[config.mk]
export PLATFORM = sky130hd
export DESIGN_NAME = kth_permutation_unrank
export DESIGN_NICKNAME = d
export VERILOG_FILES = /design/src/hdl/kpu_pkg.sv /design/src/hdl/kpu_ctrl.sv /design/src/hdl/kpu_dpath.sv /design/src/hdl/kth_permutation_unrank.sv
export SDC_FILE = /design/constraint.sdc
export NUM_CORES = 1
export LEC_CHECK = 0
export BUFFER_PORTS_ARGS = -buffer_cell sky130_fd_sc_hd__buf_2
export CORE_MARGIN = 4
export CORE_UTILIZATION = 55
export CTS_CLUSTER_SIZE = 24
export DETAILED_ROUTE_END_ITERATION = 8
export HOLD_SLACK_MARGIN = 0.08
export PLACE_DENSITY = 0.78
export SYNTH_ARGS = -nofsm -noshare
export SYNTH_HDL_FRONTEND = slang
export SYNTH_HIERARCHICAL = 1
export SYNTH_SLANG_ARGS = --single-unit
[constraint.sdc]
create_clock -name i_clk -period 8.5 [get_ports i_clk]
set_clock_uncertainty 0.2 [all_clocks]
set_input_delay 0.85 -clock i_clk [delete_from_list [all_inputs] [get_ports i_clk]]
set_output_delay 0.85 -clock i_clk [all_outputs]
set_load 0.03 [all_outputs]
[src/hdl/kpu_pkg.sv]
`timescale 1ns / 1ps
// ----------------------------------------------------------------------------
// kpu_pkg
// Shared types, widths and the factorial table for the permutation unranker.
// ----------------------------------------------------------------------------
package kpu_pkg;

    localparam int DIGIT_W   = 4;
    localparam int RANK_W    = 19;
    localparam int FACT_W    = 32;
    localparam int MAX_N_DEF = 9;

    typedef enum logic [1:0] {
        ST_IDLE,
        ST_CHECK,
        ST_STEP
    } t_state;

    typedef struct packed {
        logic load;
        logic err;
        logic init;
        logic sub;
        logic emit;
    } t_cmd;

    typedef struct packed {
        logic bad;
        logic ge;
        logic last;
    } t_sts;

    function automatic logic [FACT_W-1:0] fact_of(input logic [DIGIT_W-1:0] m);
        logic [FACT_W-1:0] f;
        case (m)
            4'd0:    f = 32'd1;
            4'd1:    f = 32'd1;
            4'd2:    f = 32'd2;
            4'd3:    f = 32'd6;
            4'd4:    f = 32'd24;
            4'd5:    f = 32'd120;
            4'd6:    f = 32'd720;
            4'd7:    f = 32'd5040;
            4'd8:    f = 32'd40320;
            4'd9:    f = 32'd362880;
            4'd10:   f = 32'd3628800;
            4'd11:   f = 32'd39916800;
            4'd12:   f = 32'd479001600;
            default: f = 32'd0;
        endcase
        return f;
    endfunction

endpackage

[src/hdl/kpu_ctrl.sv]
`timescale 1ns / 1ps
// ----------------------------------------------------------------------------
// kpu_ctrl
// Sequencer: range check, then one subtract or emit step per cycle.
// ----------------------------------------------------------------------------
module kpu_ctrl (
    input  logic          i_clk,
    input  logic          i_rst_n,
    input  logic          start,
    output logic          busy,
    input  kpu_pkg::t_sts i_sts,
    output kpu_pkg::t_cmd o_cmd
);

    kpu_pkg::t_state r_state;
    kpu_pkg::t_state n_state;

    always_ff @(posedge i_clk) begin
        if (!i_rst_n) begin
            r_state <= kpu_pkg::ST_IDLE;
        end else begin
            r_state <= n_state;
        end
    end

    always_comb begin
        n_state = r_state;
        o_cmd   = '0;
        case (r_state)
            kpu_pkg::ST_IDLE: begin
                if (start) begin
                    o_cmd.load = 1'b1;
                    n_state    = kpu_pkg::ST_CHECK;
                end
            end
            kpu_pkg::ST_CHECK: begin
                if (i_sts.bad) begin
                    o_cmd.err = 1'b1;
                    n_state   = kpu_pkg::ST_IDLE;
                end else begin
                    o_cmd.init = 1'b1;
                    n_state    = kpu_pkg::ST_STEP;
                end
            end
            kpu_pkg::ST_STEP: begin
                if (i_sts.ge) begin
                    o_cmd.sub = 1'b1;
                end else begin
                    o_cmd.emit = 1'b1;
                    if (i_sts.last) begin
                        n_state = kpu_pkg::ST_IDLE;
                    end
                end
            end
            default: begin
                n_state = kpu_pkg::ST_IDLE;
            end
        endcase
    end

    assign busy = (r_state != kpu_pkg::ST_IDLE);

endmodule

[src/hdl/kpu_dpath.sv]
`timescale 1ns / 1ps
// ----------------------------------------------------------------------------
// kpu_dpath
// Remaining rank, used-symbol mask, symbol pointer and result registers.
// ----------------------------------------------------------------------------
module kpu_dpath #(
    parameter int MAX_N = kpu_pkg::MAX_N_DEF
) (
    input  logic                        i_clk,
    input  logic                        i_rst_n,
    input  logic [kpu_pkg::DIGIT_W-1:0] i_digit_count,
    input  logic [kpu_pkg::RANK_W-1:0]  i_rank,
    input  kpu_pkg::t_cmd               i_cmd,
    output kpu_pkg::t_sts               o_sts,
    output logic                        o_valid,
    output logic [kpu_pkg::DIGIT_W-1:0] o_digit,
    output logic                        o_last,
    output logic                        o_bad_rank
);

    localparam int DW = kpu_pkg::DIGIT_W;
    localparam int RW = kpu_pkg::RANK_W;
    localparam int FW = kpu_pkg::FACT_W;

    logic [DW-1:0]    r_n;
    logic [RW-1:0]    r_rank;
    logic [RW-1:0]    r_rem;
    logic [DW-1:0]    r_left;
    logic [MAX_N-1:0] r_mask;
    logic [DW-1:0]    r_ptr;
    logic             r_valid;
    logic [DW-1:0]    r_digit;
    logic             r_last;
    logic             r_bad;

    logic [FW-1:0]    fac;
    logic [FW-1:0]    lim;
    logic [MAX_N-1:0] emit_mask;
    logic [DW-1:0]    next_after;
    logic [DW-1:0]    first_free;

    assign fac = kpu_pkg::fact_of(r_left - DW'(1));
    assign lim = kpu_pkg::fact_of(r_n);
    assign emit_mask = r_mask | (MAX_N'(1) << (r_ptr - DW'(1)));

    assign o_sts.bad  = (r_n == '0) || (r_n > DW'(MAX_N)) || (r_rank == '0) ||
                        ({{(FW-RW){1'b0}}, r_rank} > lim);
    assign o_sts.ge   = ({{(FW-RW){1'b0}}, r_rem} >= fac);
    assign o_sts.last = (r_left == DW'(1));

    // smallest unused symbol above the pointer
    always_comb begin
        logic found;
        found      = 1'b0;
        next_after = '0;
        for (int i = 0; i < MAX_N; i++) begin
            if (!found && !r_mask[i] && (DW'(i + 1) > r_ptr)) begin
                found      = 1'b1;
                next_after = DW'(i + 1);
            end
        end
    end

    // smallest unused symbol once the current one is taken
    always_comb begin
        logic found;
        found      = 1'b0;
        first_free = '0;
        for (int i = 0; i < MAX_N; i++) begin
            if (!found && !emit_mask[i]) begin
                found      = 1'b1;
                first_free = DW'(i + 1);
            end
        end
    end

    always_ff @(posedge i_clk) begin
        if (!i_rst_n) begin
            r_valid <= 1'b0;
        end else begin
            r_valid <= i_cmd.err | i_cmd.emit;
        end
    end

    always_ff @(posedge i_clk) begin
        if (i_cmd.load) begin
            r_n    <= i_digit_count;
            r_rank <= i_rank;
        end
        if (i_cmd.init) begin
            r_rem  <= r_rank - RW'(1);
            r_left <= r_n;
            r_mask <= '0;
            r_ptr  <= DW'(1);
        end
        if (i_cmd.sub) begin
            r_rem <= r_rem - fac[RW-1:0];
            r_ptr <= next_after;
        end
        if (i_cmd.emit) begin
            r_mask  <= emit_mask;
            r_left  <= r_left - DW'(1);
            r_ptr   <= first_free;
            r_digit <= r_ptr;
            r_last  <= (r_left == DW'(1));
            r_bad   <= 1'b0;
        end
        if (i_cmd.err) begin
            r_digit <= '0;
            r_last  <= 1'b1;
            r_bad   <= 1'b1;
        end
    end

    assign o_valid    = r_valid;
    assign o_digit    = r_digit;
    assign o_last     = r_last;
    assign o_bad_rank = r_bad;

endmodule

[src/hdl/kth_permutation_unrank.sv]
`timescale 1ns / 1ps
// ----------------------------------------------------------------------------
// kth_permutation_unrank
// Gives the k-th lexicographic permutation of 1..n, one symbol per result.
// ----------------------------------------------------------------------------
// Input: i_digit_count (n) and i_rank (one-based k) are taken at a clock edge
// with start high and busy low. busy stays high until the final result.
// Output: each result is shown for one cycle with o_valid high; o_last marks
// the final symbol. A rank of zero or above n!, or n outside 1..MAX_N, gives
// one result with o_digit = 0, o_last = 1, o_bad_rank = 1.
// Steps: a range check step first, then per position one subtract step per
// unit of that position's factorial digit (subtract and step to the next
// unused symbol) plus one emit step. An error item ends after the range
// check. The shared subtract/compare loop sets the item time. The first
// result is registered from the first emit step at the earliest; an error
// result is registered from the range check.
// busy falls in the cycle the final result is shown; a new item may be taken
// at that edge. The receiver cannot stall: results are never held.
// Reset (synchronous, active low) returns the sequencer to idle and drops
// o_valid; no item in flight survives it.
// ----------------------------------------------------------------------------
module kth_permutation_unrank #(
    parameter int MAX_N = kpu_pkg::MAX_N_DEF
) (
    input  logic                        i_clk,
    input  logic                        i_rst_n,
    input  logic                        start,
    output logic                        busy,
    input  logic [kpu_pkg::DIGIT_W-1:0] i_digit_count,
    input  logic [kpu_pkg::RANK_W-1:0]  i_rank,
    output logic                        o_valid,
    output logic [kpu_pkg::DIGIT_W-1:0] o_digit,
    output logic                        o_last,
    output logic                        o_bad_rank
);

    kpu_pkg::t_cmd cmd;
    kpu_pkg::t_sts sts;

    kpu_ctrl u_ctrl (
        .i_clk   (i_clk),
        .i_rst_n (i_rst_n),
        .start   (start),
        .busy    (busy),
        .i_sts   (sts),
        .o_cmd   (cmd)
    );

    kpu_dpath #(
        .MAX_N (MAX_N)
    ) u_dpath (
        .i_clk         (i_clk),
        .i_rst_n       (i_rst_n),
        .i_digit_count (i_digit_count),
        .i_rank        (i_rank),
        .i_cmd         (cmd),
        .o_sts         (sts),
        .o_valid       (o_valid),
        .o_digit       (o_digit),
        .o_last        (o_last),
        .o_bad_rank    (o_bad_rank)
    );

endmodule

==> Word-level counts from Yosys, hierarchy flattened <==
Memories as Yosys holds them, arrays and structs flattened. A register that Yosys moved wholly into a read port is not among the register bits.
Index checks and enable logic that the tools add are counted.
{ "word_totals": {"n_memories": 2, "rom_bits": 896, "wordCells": 163, "regBits": 68, "in_bits": 26} }
{ "op_classes": {"n_reduce_logical": 68, "magnitude_cmp": 12, "shifts": 1, "n_mux": 57, "addsub": 4, "n_bitwise": 2, "eq_ne": 6} }
{ "mem_list": {"columns": ["name", "depth", "width", "read_ports", "rd_ports_with_merged_regs", "wr", "line", "text"], "rows": [
  ["(no name shown)", 16, 28, 1, 1, 0, "kpu_pkg.sv:35", "case (m)"],
  ["(no name shown)", 16, 28, 1, 0, 0, "kpu_pkg.sv:35", null]
]} }
{ "ops": {"columns": ["cell", "n"], "rows": [
  ["4-bit 2-to-1 mux", 16],
  ["19-bit 2-to-1 mux", 2],
  ["19-bit by 32-bit >= comparator with 1-bit output", 1],
  ["19-bit by 32-bit greater-than comparator with 1-bit output", 1],
  ["1-bit zero test", 32],
  ["1-bit logical AND", 25],
  ["1-bit 2-to-1 mux", 24],
  ["19-bit zero test", 1],
  ["19-bit by 1-bit subtractor with 19-bit output, second input constant", 1],
  ["19-bit subtractor", 1],
  ["9-bit 2-to-1 mux", 2],
  ["3-bit by 4-bit greater-than comparator with 1-bit output, first input constant", 4],
  ["2-bit 2-to-1 mux", 8],
  ["3-bit 2-to-1 mux", 4],
  ["9-bit OR", 1],
  ["1-bit by 4-bit left shift with 9-bit output, first input constant", 1],
  ["2-bit by 4-bit greater-than comparator with 1-bit output, first input constant", 2],
  ["4-bit greater-than comparator, first input constant", 2],
  ["4-bit by 1-bit subtractor with 4-bit output, second input constant", 2],
  ["2-bit != test, second input constant", 3],
  ["2-bit one-hot mux with 3 select lines", 1],
  ["2-bit nonzero test", 3],
  ["4-bit by 1-bit equality test with 1-bit output, second input constant", 1],
  ["1-bit by 4-bit greater-than comparator with 1-bit output, first input constant", 1],
  ["other kinds (9)", 11]
]} }

==> Logic depth before layout (Yosys ltp) <==
{ "logic_depth": {"ltp_word": 37, "mapped_depth": 22, "mapped_depth_nobuf": 20} }

==> Hierarchy <==
The synthesis kept the hierarchy.
{ "by_module_without_submodules": {"columns": ["module", "area_per_inst_um2", "n_inst", "cells_each"], "rows": [
  ["kpu_dpath", 5590.4, 1, 598],
  ["kpu_ctrl", 136.4, 1, 14]
]} }

==> Worst setup path after synthesis <==
Ideal clock, no wire load.
{ "synth_path": {"path_type": "reg-to-reg", "from": "register u_dpath.r_left[1]", "to": "register u_dpath.r_left[0], enable pin", "path_stages_with_launch": 21, "arrival_time_ns": 4.302, "setup_ns": 0.324, "slack_ns": 3.673, "cell_sequence": "edfxtp_1 -> clkbuf_1 -> inv_1 -> ha_1 -> xnor2_1 -> nor2_1 -> inv_1 -> nor2_1 -> a21oi_1 -> ha_1 -> a21o_1 -> a221o_1 -> o311a_1 -> a31oi_1 -> o311ai_0 -> nand3_1 -> a21oi_1 -> nor3b_1 -> clkbuf_1 -> buf_1 -> or2_2"} }
{ "synth_rtl": {"columns": ["element", "line", "text"], "rows": [
  ["from (decl)", "kpu_dpath.sv:28", "logic [DW-1:0] r_left;"],
  ["from (signal assigned)", "kpu_dpath.sv:92", "r_left <= r_n;"],
  ["from (signal assigned)", "kpu_dpath.sv:102", "r_left <= r_left - DW'(1);"]
]} }

==> impl_results.md <==
- Critical path data required time: 8.41 ns
- Count of flip-flops with a built-in enable after synthesis: 59
- Most used flip-flop cell after synthesis: sky130_fd_sc_hd__edfxtp_1
- Clock buffer depth: 2
- Total CTS buffers: 9
- Crit path max fanout: 17
- Crit path kind: reg2reg
- Maximum vdd ir drop: 0.135 mV
- Clock latency on the worst-skew pair: 0.36 ns
- Dominant combinational cell family by area after synthesis: simple AND/OR/NAND/NOR gates
- Fraction of synthesized cell area in xor and xnor cells: 5.20%
- Total Die Area: 12100 sq um
- Global-route wire length before repair: 21.0 mm
- Nature of the critical path startpoint: register
- Synth Net Count: 688
- Die Span X: 110 microns
- Count of instances resized after the clock tree is built: 0
- Relative max-transition margin: 27.1%
- Number of clock sinks: 89
- Part of the cycle the worst path needs: 69.0%
- Cell taking the most area after synthesis: sky130_fd_sc_hd__edfxtp_1
- Final-layout setup total negative slack: 0 ns
- Fraction of layout cells with a size suffix above 1: 10.6%
- Syn_area_per_cell: 9.36 sq um
- Number of standard-cell rows in the floorplan: 36
- Sort of element at the end of the critical path: register
- Routability congestion estimate: 0.910
- Level count of the clock H-tree: 3
- Number of remaining DRC errors: 0
- Total Nets Final: 715
- Worst setup slack after layout: 2.64 ns
- Root cell of the clock tree: sky130_fd_sc_hd__clkbuf_8
- Count of final max-slew check failures: 0
- Via total after detailed routing: 4533
- Unrepaired setup endpoints after global routing: false
- Number of global-route vias before repair: 4403
- Share of the core filled with cells in the final layout: 62.2%
- Number of iterations in the first detailed-routing pass: 5
- Layout-stage area growth over the synthesis result: 8.13%
- Final routed wire length divided by cell count: 16.8 microns
- Netlist Area Pre-Place: 5730 sq um
- Overall fraction of global-route tracks in use: 22.5%
- Vias per Instance: 5.83
- Share of the yosys chip area belonging to registers: 41.4%
- Number of design-rule violations left by the first detailed-router iteration: 386
- Commonest non-fill, non-tap cell in the layout: sky130_fd_sc_hd__nor2_1
- Final setup violation count: 0
- Final-layout fill cell count: 807
- Cell types with the largest area share after synthesis: sky130_fd_sc_hd__edfxtp_1 31%, sky130_fd_sc_hd__ha_1 11%, sky130_fd_sc_hd__dfxtp_1 10%, sky130_fd_sc_hd__nor2_1 4.7%, sky130_fd_sc_hd__a21oi_1 4.3%
- Number of top-level pins: 34
- Synth Area in Adders: 11.1%
- Number of buffers inserted by post-CTS setup repair: 0
- Endpoint arrival time on the critical path: 5.78 ns
- Status: completed
- Synth Warn #: 6
- Pin count of the biggest net entering global routing: 40
- Synthesized flop and latch total: 89
- Post-detailed-route count of antenna-violating nets: 0
- Mux contribution to synthesized area: 3.41%
- Hold violation count in the final report: 0
- Post-synthesis compound-gate area fraction: 15.6%
- Post-DP HPWL: 9.88 mm
- Timing-limited maximum frequency: 0.171 GHz
- IO Port Bufs: 33
- Worst-path clk slew: 0.09 ns
- Share of the synthesized area in the top cell type: 30.9%
- Shortest clock period the worst path allows after layout: 5.86 ns
- Number of distinct library cell variants in the gate-level netlist after synthesis: 69
- Number of buffers inserted for hold repair after clock tree synthesis: 0
- Synthesized instance count: 612
- Synth Area in Simple Gates: 19.0%
- Total gr overflow: 0
- Max Cap Violations: 0
- Commonest cells after routing, fill and taps aside: 71 x sky130_fd_sc_hd__nor2_1, 59 x sky130_fd_sc_hd__edfxtp_1, 49 x sky130_fd_sc_hd__a21oi_1, 49 x sky130_fd_sc_hd__ha_1, 48 x sky130_fd_sc_hd__nand2_1
- Proportion of synthesized flip-flops having asynchronous set or reset: 0%
- Antenna violations before repair: 0
- Total length of routed wires: 13.1 mm
- Initial Util: 57.5%
- Overall power after layout: 0.00114 W
- Die H: 110 microns
- Slew at the pin closest to its max-slew limit: 1.09 ns
- Static leakage power: 2.52 nW
- Final Hold Slack: 0.269 ns
- Worst hold path class: reg2reg
- Pre-CTS setup slack: 2.72 ns
- Core Footprint: 9950 sq um
- CTS tree: done
- Power density over the cells: 185 nW/um^2
- # diodes: 0
==> path summary, 6_finish.rpt <==
kind / start / end / slack [ns] / cells after the start
min: u_dpath/o_bad_rank / u_dpath/o_bad_rank / 0.27 / 1
max: u_dpath/r_left[1] / u_dpath/r_left[0] / 2.64 / 18
min reg2reg: u_dpath/o_bad_rank / u_dpath/o_bad_rank / 0.27 / 1
max reg2reg: u_dpath/r_left[1] / u_dpath/r_left[0] / 2.64 / 18
==> logic make-up (layout without fill, tap and decap cells) <==
logic type      Yosys count  in the layout
simple gates            213            213
compound gates          143            143
flops                    89             89
buf+inv                  64             96
fa+ha+maj                50             50
xor+xnor                 34             34
mux                      19             19
==> state kept, by name, indices dropped and copies added, names as in the netlist <==
| signal | flops |
|---|---|
| u_dpath/r_rem | 19 |
| u_dpath/r_mask | 9 |
| u_dpath/r_rank | 19 |
| u_dpath/r_left | 4 |
| u_dpath/o_valid | 1 |
| u_dpath/r_n | 4 |
| u_dpath/r_ptr | 4 |
| u_ctrl/r_state | 2 |
| u_dpath/lim | 21 |
| u_dpath/o_last | 1 |
| u_dpath/o_digit | 4 |
| u_dpath/o_bad_rank | 1 |
==> routing by layer <==
layer	share of wire [%]	vias to the layer above	routed length, microns	global-route usage, %
met5	0	-	0	0
met4	2.5	0	323	8.55
met3	4.5	27	587	4.02
met2	49	114	6450	38.1
met1	44	2143	5720	28.8
li1	-	2249	-	-
==> critical path: stages, from the launching register on <==
cell	delay, ns
sky130_fd_sc_hd__edfxtp_1	0.52
sky130_fd_sc_hd__inv_1	0.17
sky130_fd_sc_hd__ha_1	0.28
sky130_fd_sc_hd__xnor2_1	0.46
sky130_fd_sc_hd__nor2_1	0.16
sky130_fd_sc_hd__inv_1	0.11
sky130_fd_sc_hd__nor2_1	0.05
sky130_fd_sc_hd__a21oi_1	0.15
sky130_fd_sc_hd__ha_1	0.30
sky130_fd_sc_hd__a21o_1	0.22
sky130_fd_sc_hd__a221o_1	0.31
sky130_fd_sc_hd__o311a_1	0.30
sky130_fd_sc_hd__a31oi_1	0.28
sky130_fd_sc_hd__o311ai_0	0.21
sky130_fd_sc_hd__nand3_1	0.12
sky130_fd_sc_hd__a21oi_1	0.11
sky130_fd_sc_hd__nor3b_2	0.88
sky130_fd_sc_hd__inv_1	0.43
sky130_fd_sc_hd__mux2_2	0.38
==> power breakdown <==
part,internal [W],switching [W],total [W]
registers,0.000509,0.0000352,0.000544
logic,0.000119,0.000188,0.000307
clock network,0.000145,0.000149,0.000294
==> synthesized netlist by cell type (3+ instances only) <==
| cell type | instances |
|---|---|
| sky130_fd_sc_hd__inv_1 | 46 |
| sky130_fd_sc_hd__a21o_1 | 12 |
| sky130_fd_sc_hd__o21a_1 | 6 |
| sky130_fd_sc_hd__and3_1 | 6 |
| sky130_fd_sc_hd__xor2_1 | 16 |
| sky130_fd_sc_hd__mux2_2 | 4 |
| sky130_fd_sc_hd__nor4_1 | 4 |
| sky130_fd_sc_hd__nor3_1 | 7 |
| sky130_fd_sc_hd__nand2_1 | 48 |
| sky130_fd_sc_hd__ha_1 | 49 |
| sky130_fd_sc_hd__nand4_1 | 7 |
| sky130_fd_sc_hd__nor3_2 | 3 |
| sky130_fd_sc_hd__nor2_1 | 71 |
| sky130_fd_sc_hd__a22oi_1 | 3 |
| sky130_fd_sc_hd__o211ai_1 | 3 |
| sky130_fd_sc_hd__mux2i_1 | 15 |
| sky130_fd_sc_hd__and2_1 | 4 |
| sky130_fd_sc_hd__nand3_1 | 14 |
| sky130_fd_sc_hd__edfxtp_1 | 59 |
| sky130_fd_sc_hd__o2111ai_1 | 3 |
| sky130_fd_sc_hd__dfxtp_1 | 30 |
| sky130_fd_sc_hd__clkbuf_1 | 15 |
| sky130_fd_sc_hd__o21ai_0 | 34 |
| sky130_fd_sc_hd__nand2b_1 | 9 |
| sky130_fd_sc_hd__or3_1 | 7 |
| sky130_fd_sc_hd__nor3b_1 | 4 |
| sky130_fd_sc_hd__xnor2_1 | 18 |
| sky130_fd_sc_hd__nor2b_1 | 10 |
| sky130_fd_sc_hd__nand3b_1 | 3 |
| sky130_fd_sc_hd__o31ai_1 | 3 |
| sky130_fd_sc_hd__a21oi_1 | 49 |
==> metrics by stage <==
| stage | area [sq um] | cells |
|---|---|---|
| detailed placement | 6000 | 761 |
| global route | 6190 | 777 |
| finish | 6190 | 777 |
| global placement | 6000 | 761 |
| floorplan | 5730 | 612 |
| CTS | 6190 | 777 |
==> layout make-up <==
class	count	area (sq um)	area share, %
Clock buffer	12	145	2.34
Clock inverter	4	51.3	0.828
Inverter	46	173	2.79
Multi-Input combinational cell	459	3110	50.3
Sequential cell	89	2370	38.3
Tap cell	133	166	2.69
Timing Repair Buffer	34	173	2.79
No activity file was read; power rests on OpenSTA's default activity.
